--- src/hdl/pnsm_pkg.sv ---
// ----------------------------------------------------------------------------
// pnsm_pkg
// Shared types and constants for the peak-normalized step magnitude block.
// ----------------------------------------------------------------------------
package pnsm_pkg;

  localparam int INTERVAL_WIDTH = 16;
  localparam int CFG_INDEX_WIDTH = 2;
  localparam int CEILING_RESET_WIDTH = 17;

  localparam logic [CFG_INDEX_WIDTH-1:0] REG_INTERVAL = 2'd0;
  localparam logic [CFG_INDEX_WIDTH-1:0] REG_CEILING  = 2'd1;

  localparam logic [INTERVAL_WIDTH-1:0]      INTERVAL_RESET = 16'd1;
  localparam logic [CEILING_RESET_WIDTH-1:0] CEILING_RESET  = 17'd65470;

  // series phase codes
  localparam logic [1:0] PHASE_EMPTY = 2'd0;
  localparam logic [1:0] PHASE_ONE   = 2'd1;
  localparam logic [1:0] PHASE_RUN   = 2'd2;

  // controller to datapath
  typedef struct packed {
    logic load_in;    // capture the accepted sample
    logic restart;    // first sample: keep it, clear the peak
    logic calc_step;  // register the absolute step, keep the sample
    logic upd_peak;   // raise the peak, seed the divider
    logic div_step;   // one restoring division iteration
    logic div_first;  // integer bit: compare without shifting
    logic out_load;   // load the result register
    logic out_last;   // last result of this item
  } pnsm_cmd_t;

  // datapath to controller
  typedef struct packed {
    logic in_start;   // held series_start flag
    logic out_free;   // result register can take a new result
  } pnsm_status_t;

endpackage

--- src/hdl/pnsm_ctrl.sv ---
// ----------------------------------------------------------------------------
// pnsm_ctrl
// Sequencer: accepts a sample and, unless it is a series' first sample (which
// only restarts the history), steps the datapath through step, peak and
// division, then hands one or two results to the output register.
module pnsm_ctrl
  import pnsm_pkg::*;
#(
  parameter int FRACTION_BITS = 16
) (
  input  logic         clk,
  input  logic         rst,
  input  logic         in_valid,
  output logic         in_stall,
  input  pnsm_status_t status,
  output pnsm_cmd_t    cmd
);

  localparam int CNT_W = $clog2(FRACTION_BITS + 1);

  typedef enum logic [5:0] {
    S_IDLE  = 6'b000001,
    S_STEP  = 6'b000010,
    S_PEAK  = 6'b000100,
    S_DIV   = 6'b001000,
    S_EMIT  = 6'b010000,
    S_EMIT2 = 6'b100000
  } state_t;

  state_t           state, state_next;
  logic [1:0]       phase, phase_next;
  logic             two, two_next;
  logic [CNT_W-1:0] count, count_next;
  logic             first_sample;

  assign in_stall = (state != S_IDLE);
  assign first_sample = status.in_start || (phase == PHASE_EMPTY);

  always_comb begin
    state_next = state;
    phase_next = phase;
    two_next   = two;
    count_next = count;
    cmd        = '0;
    case (state)
      S_IDLE: begin
        if (in_valid) begin
          cmd.load_in = 1'b1;
          state_next  = S_STEP;
        end
      end
      S_STEP: begin
        if (first_sample) begin
          cmd.restart = 1'b1;
          phase_next  = PHASE_ONE;
          state_next  = S_IDLE;
        end else begin
          cmd.calc_step = 1'b1;
          two_next      = (phase == PHASE_ONE);
          phase_next    = PHASE_RUN;
          state_next    = S_PEAK;
        end
      end
      S_PEAK: begin
        cmd.upd_peak = 1'b1;
        count_next   = '0;
        state_next   = S_DIV;
      end
      S_DIV: begin
        cmd.div_step  = 1'b1;
        cmd.div_first = (count == '0);
        count_next    = count + 1'b1;
        if (count == CNT_W'(FRACTION_BITS)) begin
          state_next = S_EMIT;
        end
      end
      S_EMIT: begin
        if (status.out_free) begin
          cmd.out_load = 1'b1;
          cmd.out_last = !two;
          state_next   = two ? S_EMIT2 : S_IDLE;
        end
      end
      S_EMIT2: begin
        if (status.out_free) begin
          cmd.out_load = 1'b1;
          cmd.out_last = 1'b1;
          state_next   = S_IDLE;
        end
      end
      default: begin
        state_next = S_IDLE;
      end
    endcase
  end

  always_ff @(posedge clk) begin
    if (rst) begin
      state <= S_IDLE;
      phase <= PHASE_EMPTY;
      two   <= 1'b0;
      count <= '0;
    end else begin
      state <= state_next;
      phase <= phase_next;
      two   <= two_next;
      count <= count_next;
    end
  end

endmodule

--- src/hdl/pnsm_dp.sv ---
// ----------------------------------------------------------------------------
// pnsm_dp
// Datapath: sample history, absolute step, running peak, bit-serial
// restoring divider, ceiling clamp, configuration and result registers.
// ----------------------------------------------------------------------------
module pnsm_dp
  import pnsm_pkg::*;
#(
  parameter int SAMPLE_WIDTH  = 32,
  parameter int FRACTION_BITS = 16
) (
  input  logic                                clk,
  input  logic                                rst,
  input  pnsm_cmd_t                           cmd,
  output pnsm_status_t                        status,
  input  logic                                cfg_write,
  input  logic [CFG_INDEX_WIDTH-1:0]          cfg_index,
  input  logic [((FRACTION_BITS + 1 > INTERVAL_WIDTH) ?
                 FRACTION_BITS + 1 : INTERVAL_WIDTH)-1:0] cfg_data,
  input  logic signed [SAMPLE_WIDTH-1:0]      price,
  input  logic                                series_start,
  output logic                                out_valid,
  input  logic                                out_stall,
  output logic [FRACTION_BITS-1:0]            beta,
  output logic                                interval_error,
  output logic                                last_of_run
);

  localparam int W      = SAMPLE_WIDTH;
  localparam int CEIL_W = FRACTION_BITS + 1;
  localparam logic [CEIL_W-1:0] FRAC_ONE = {1'b1, {FRACTION_BITS{1'b0}}};
  localparam logic [CEIL_W-1:0] CEIL_RST =
    (CEIL_W >= CEILING_RESET_WIDTH) ? CEIL_W'(CEILING_RESET) : {CEIL_W{1'b1}};

  logic [INTERVAL_WIDTH-1:0] sample_interval;
  logic [CEIL_W-1:0]         beta_ceiling;
  logic [W-1:0]              sample;
  logic                      start;
  logic [W-1:0]              previous_sample;
  logic [W-1:0]              step;
  logic [W-1:0]              peak_step;
  logic [W:0]                rem;
  logic [CEIL_W-1:0]         quot;

  logic [W-1:0]      ua, ub;
  logic [W:0]        diff_ab;
  logic [W-1:0]      diff_ba;
  logic [W-1:0]      abs_step;
  logic [W:0]        trial;
  logic              fits;
  logic [CEIL_W-1:0] limit;
  logic [CEIL_W-1:0] clamped;
  logic              err;
  logic              out_free;

  assign status.in_start = start;
  assign status.out_free = out_free;

  // offset binary makes the signed compare an unsigned one
  assign ua       = sample ^ {1'b1, {(W-1){1'b0}}};
  assign ub       = previous_sample ^ {1'b1, {(W-1){1'b0}}};
  assign diff_ab  = {1'b0, ua} - {1'b0, ub};
  assign diff_ba  = ub - ua;
  assign abs_step = diff_ab[W] ? diff_ba : diff_ab[W-1:0];

  assign trial = cmd.div_first ? rem : {rem[W-1:0], 1'b0};
  assign fits  = (trial >= {1'b0, peak_step});

  assign limit = (beta_ceiling >= FRAC_ONE) ? FRAC_ONE : beta_ceiling;
  assign err   = (sample_interval == '0);

  always_comb begin
    if (err || peak_step == '0 || limit == '0) begin
      clamped = '0;
    end else if (quot >= limit) begin
      clamped = limit - 1'b1;
    end else begin
      clamped = quot;
    end
  end

  assign out_free = !out_valid || !out_stall;

  always_ff @(posedge clk) begin
    if (rst) begin
      sample_interval <= INTERVAL_RESET;
      beta_ceiling    <= CEIL_RST;
    end else if (cfg_write) begin
      case (cfg_index)
        REG_INTERVAL: sample_interval <= cfg_data[INTERVAL_WIDTH-1:0];
        REG_CEILING:  beta_ceiling    <= cfg_data[CEIL_W-1:0];
        default: begin
        end
      endcase
    end
  end

  always_ff @(posedge clk) begin
    if (rst) begin
      previous_sample <= '0;
      peak_step       <= '0;
    end else if (cmd.restart) begin
      previous_sample <= sample;
      peak_step       <= '0;
    end else if (cmd.calc_step) begin
      previous_sample <= sample;
    end else if (cmd.upd_peak && step > peak_step) begin
      peak_step <= step;
    end
  end

  always_ff @(posedge clk) begin
    if (cmd.load_in) begin
      sample <= price;
      start  <= series_start;
    end
    if (cmd.calc_step) begin
      step <= abs_step;
    end
    // seed with the step; the new peak lands in the same edge
    if (cmd.upd_peak) begin
      rem  <= {1'b0, step};
      quot <= '0;
    end else if (cmd.div_step) begin
      rem  <= fits ? trial - {1'b0, peak_step} : trial;
      quot <= {quot[CEIL_W-2:0], fits};
    end
  end

  always_ff @(posedge clk) begin
    if (rst) begin
      out_valid <= 1'b0;
    end else if (cmd.out_load) begin
      out_valid <= 1'b1;
    end else if (!out_stall) begin
      out_valid <= 1'b0;
    end
  end

  always_ff @(posedge clk) begin
    if (cmd.out_load) begin
      beta           <= clamped[FRACTION_BITS-1:0];
      interval_error <= err;
      last_of_run    <= cmd.out_last;
    end
  end

endmodule

--- src/hdl/peak_normalized_step_magnitude.sv ---
// Each accepted sample passes through step, peak, FRACTION_BITS+1 divider
// iterations and result load before a first result is valid; a second result
// follows once the first is taken. A series' first sample gives no result and
// only restarts the history. The input stays stalled until a sample's results
// are loaded, so only one sample is in flight. Synchronous active-high reset
// clears series state, configuration and the output valid flag.
// ----------------------------------------------------------------------------
// peak_normalized_step_magnitude
// Ratio of each absolute price step to the running peak step of the series,
// as an unsigned fraction held below a programmable ceiling.
// ----------------------------------------------------------------------------
module peak_normalized_step_magnitude
  import pnsm_pkg::*;
#(
  parameter int SAMPLE_WIDTH  = 32,
  parameter int FRACTION_BITS = 16
) (
  input  logic                           clk,
  input  logic                           rst,
  input  logic                           cfg_write,
  input  logic [CFG_INDEX_WIDTH-1:0]     cfg_index,
  input  logic [((FRACTION_BITS + 1 > INTERVAL_WIDTH) ?
                 FRACTION_BITS + 1 : INTERVAL_WIDTH)-1:0] cfg_data,
  input  logic                           in_valid,
  output logic                           in_stall,
  input  logic signed [SAMPLE_WIDTH-1:0] price,
  input  logic                           series_start,
  output logic                           out_valid,
  input  logic                           out_stall,
  output logic [FRACTION_BITS-1:0]       beta,
  output logic                           interval_error,
  output logic                           last_of_run
);

  pnsm_cmd_t    cmd;
  pnsm_status_t status;

  pnsm_ctrl #(
    .FRACTION_BITS(FRACTION_BITS)
  ) u_ctrl (
    .clk     (clk),
    .rst     (rst),
    .in_valid(in_valid),
    .in_stall(in_stall),
    .status  (status),
    .cmd     (cmd)
  );

  pnsm_dp #(
    .SAMPLE_WIDTH (SAMPLE_WIDTH),
    .FRACTION_BITS(FRACTION_BITS)
  ) u_dp (
    .clk           (clk),
    .rst           (rst),
    .cmd           (cmd),
    .status        (status),
    .cfg_write     (cfg_write),
    .cfg_index     (cfg_index),
    .cfg_data      (cfg_data),
    .price         (price),
    .series_start  (series_start),
    .out_valid     (out_valid),
    .out_stall     (out_stall),
    .beta          (beta),
    .interval_error(interval_error),
    .last_of_run   (last_of_run)
  );

  // a new result never overwrites one that is still waiting
  a_no_overwrite: assert property (@(posedge clk) disable iff (rst)
    cmd.out_load && out_valid |-> !out_stall)
    else $error("result register overwritten while stalled");

  // one sample at a time: the transfer closes the input
  a_one_in_flight: assert property (@(posedge clk) disable iff (rst)
    in_valid && !in_stall |=> in_stall)
    else $error("input taken again before the sample was processed");

  // a flagged interval always carries a zero ratio
  a_err_zero: assert property (@(posedge clk) disable iff (rst)
    out_valid && interval_error |-> beta == '0)
    else $error("nonzero beta with interval error");

endmodule
--- config.mk ---
export PLATFORM = sky130hd
export DESIGN_NAME = peak_normalized_step_magnitude
export DESIGN_NICKNAME = d
export VERILOG_FILES = /design/src/hdl/pnsm_pkg.sv /design/src/hdl/pnsm_ctrl.sv /design/src/hdl/pnsm_dp.sv /design/src/hdl/peak_normalized_step_magnitude.sv
export SDC_FILE = /design/constraint.sdc
export NUM_CORES = 1
export LEC_CHECK = 0
export ABC_CLOCK_PERIOD_IN_PS = 14680
export CAP_MARGIN = 25
export CORE_ASPECT_RATIO = 1.5
export CORE_MARGIN = 4
export CORE_UTILIZATION = 30
export DETAILED_ROUTE_END_ITERATION = 10
export DONT_BUFFER_PORTS = 1
export GPL_TIMING_DRIVEN = 0
export SYNTH_ARGS = -nofsm -noshare
export SYNTH_HDL_FRONTEND = slang
export SYNTH_HIERARCHICAL = 1
export SYNTH_SLANG_ARGS = --single-unit
--- constraint.sdc ---
create_clock -name clk -period 14.68 [get_ports clk]
set_clock_uncertainty 0.15 [all_clocks]
set_input_delay 2.202 -clock clk [delete_from_list [all_inputs] [get_ports clk]]
set_output_delay 2.202 -clock clk [all_outputs]
set_load 0.05 [all_outputs]
==> results.ini <==
[cells_and_area]
nets=2101
synthToLayoutAreaGrowth_pct=10.5
seq_area_mm2=0.00606
fillers=5563
fin_area_mm2=0.0182
final_cells=2607
antenna_cells=0
drive_above_1_share=0.0643
post-route-util=0.334
multi_input_area_mm2=0.00953

[yosys]
synth_cell_types=88
ys_ff_latch=245
synth-edff-count=115
ys_top_cells_by_area=edfxtp_1 (21%), dfxtp_1 (16%), ha_1 (11%)
synth-main-ff-cell=dfxtp_1
yosys_warnings=6
yosys.area.top_type=edfxtp_1
synth.avg_cell_area_um2=8.85
synth_top_area_share=0.209
syn_area_mm2=0.0165
synth-seq-area-share=0.367
async_flop_share=0
synthCells=1864
syn-num-nets=2072

[run]
maxCapViolations=0

[placement]
place_hpwl_um=36500
dp_slack_ns=7.85
port_buffers=0
place_area_mm2=0.0174
gp_congestion=0.933
dp_cells=2561

[global_routing]
grt_overflow=0
grt_pass1_wl_um=71000
grt_max_degree=36
grt_pass1_vias=13799
track_usage=0.148
antenna_found_initial=0

[clock_network]
cts_setup_buffers=0
worstSkewPairLatency_ns=0.55
root_buffer=clkbuf_16
htree_levels=1
cts_buffer_depth=3
ctsResizeCount=0
clock_sinks=245
holdBufCountCts=0
numCtsBuffers=25
clk_pin_slew_ns=0.06
tritoncts=done

[detailed_routing]
routed_wirelength_um=44600
wl_per_cell_um=17.1
dr.pass1.iters=5
drtAntennaViolNets=0
drtIter0Drc=629
viasPerCell=5.21
dr_total_vias=13574
drc=0

[sta]
hold_slack_ns=0.307
finalHoldViolations=0
layout_min_cycle_time_ns=6.88
slew_headroom=0.245
rsz0062_at_grt=no
setup_viol=0
tns_ns=0
drv_slew=0
min_period_over_period=0.469
tightest_slew_ns=1.12
fmax_mhz=145
setup_slack_ns=7.80

[floorplanning]
start_util=0.302
dieWidth_um=199
dieHeight_um=295
dieArea_mm2=0.0589
core.rowCount=105
fp.coreArea_mm2=0.0545
ioPinCount=77

[power]
power.leakage_nw=6.84
p_per_area_mw_per_mm2=92.7
total_power_mw=1.69
vdd_drop_max_mv=0.0987

[run_status]
status=complete, no violations

[hold_path]
hold_start=u_dp/sample_interval[3]$_SDFFE_PP0P_
hp-class=reg2reg

[worst_setup_path]
critical_path_class=reg2reg
cp_max_fo=10
crit_top_cell=clkbuf_1
start_kind=flip-flop
critical-path-max-stage-delay_ns=0.65
crit_path_cell_trace=or4_1, buf_2, nor2_4, nand3_1, nor2_1, clkbuf_1, clkbuf_1, mux2_2, ha_1, a21o_1, a21oi_1, a21oi_1, o31ai_1, o311a_1, o21ai_2, a41oi_2, clkbuf_1, nor3_1, a311o_1
r2r-start=u_ctrl/state[5]$_SDFFE_PP0P_
critical_path.slowest_cell=o31ai_1
cp_num_buf_inv=4
critPathTopFamily=compound AO/OA/AOI/OAI gates
required_ns=14.80
critPathLaunch=u_ctrl/state[5]$_SDFFE_PP0P_
arrival_ns=7.00
crit_path_end_kind=flip-flop

cell usage in the layout, fill, tap and decap left out, types with 17 or more instances in the layout:
master	n
a211oi_1	21
a21o_1	51
a21oi_1	182
a311o_1	22
and2_1	25
clkbuf_1	80
clkbuf_16	25
dfxtp_1	130
edfxtp_1	115
ha_1	148
inv_1	131
mux2_2	33
mux2i_1	65
nand2_1	232
nand2b_1	17
nand3_1	24
nand3b_1	19
nand4_1	31
nor2_1	106
nor3_1	47
nor4_1	24
o21a_1	18
o21ai_0	71
xnor2_1	38
xor2_1	28
worst reg2reg max path: stages (launching register included):
cell,delay [ns]
dfxtp_1,0.40
or4_1,0.53
buf_2,0.18
nor2_4,0.20
nand3_1,0.10
nor2_1,0.11
clkbuf_1,0.34
clkbuf_1,0.62
mux2_2,0.44
ha_1,0.36
a21o_1,0.21
a21oi_1,0.20
a21oi_1,0.16
o31ai_1,0.65
o311a_1,0.40
o21ai_2,0.16
a41oi_2,0.43
clkbuf_1,0.51
nor3_1,0.12
a311o_1,0.34
routing by layer:
metal  share of wire  track usage  wire (um)
met1            0.38        0.154      16900
met2            0.52        0.282      23300
met3           0.033       0.0155       1490
met4           0.066       0.0865       2960
met5               0            0          0
cell usage after synthesis (47+ instances only):
| cell | count |
|---|---|
| a21o_1 | 51 |
| a21oi_1 | 183 |
| clkbuf_1 | 76 |
| dfxtp_1 | 130 |
| edfxtp_1 | 115 |
| ha_1 | 148 |
| inv_1 | 131 |
| mux2i_1 | 65 |
| nand2_1 | 232 |
| nor2_1 | 106 |
| nor3_1 | 47 |
| o21ai_0 | 71 |
flip-flops by register name (all words and copies together) (netlist names):
| name | flops |
|---|---|
| u_dp/sample | 32 |
| u_dp/out_valid | 1 |
| u_ctrl/phase | 2 |
| u_dp/beta | 16 |
| u_dp/step | 32 |
| u_dp/peak_step | 32 |
| u_dp/last_of_run | 1 |
| u_dp/beta_ceiling | 17 |
| u_dp/interval_error | 1 |
| u_ctrl/state | 6 |
| u_dp/previous_sample | 32 |
| u_ctrl/count | 5 |
| u_dp/sample_interval | 16 |
| u_dp/start | 1 |
| u_dp/quot | 17 |
| u_dp/rem | 33 |
| u_ctrl/two | 1 |
power breakdown:
group	switching [mW]	internal [mW]
combinational	0.194	0.107
clock	0.262	0.362
sequential	0.0168	0.747
total	0.473	1.22
worst paths after layout:
check,depth (start not counted),slack (ns),to
worst min-delay path,2,0.31,u_dp/sample_interval[3]$_SDFFE_PP0P_
worst max register to register,19,7.80,u_dp/rem[23]$_DFFE_PP_
worst max-delay path,19,7.80,u_dp/rem[23]$_DFFE_PP_
worst min register to register,2,0.31,u_dp/sample_interval[3]$_SDFFE_PP0P_
area by class of cell:
type,instances,share of cell area
plain buffers,97,0.0226
clock buffers,35,0.0397
clock inverters,11,0.00494
inverters,132,0.0272
multi-input cells,1390,0.523
flip-flops and latches,245,0.332
well taps,695,0.0477
repair buffers,2,0.00233
cells by family (layout without fill, tap and decap cells):
group	count (synthesis)	after routing	synth area share
AO/OA/AOI/OAI	489	489	0.193
XOR/XNOR	66	66	0.0351
adder cells (fa/ha/maj)	151	151	0.116
buffers and inverters	229	277	0.0550
flip-flops	245	245	0.367
multiplexers	99	99	0.0629
AND/OR/NAND/NOR	585	585	0.171
Power figures use the tool's default switching activity.
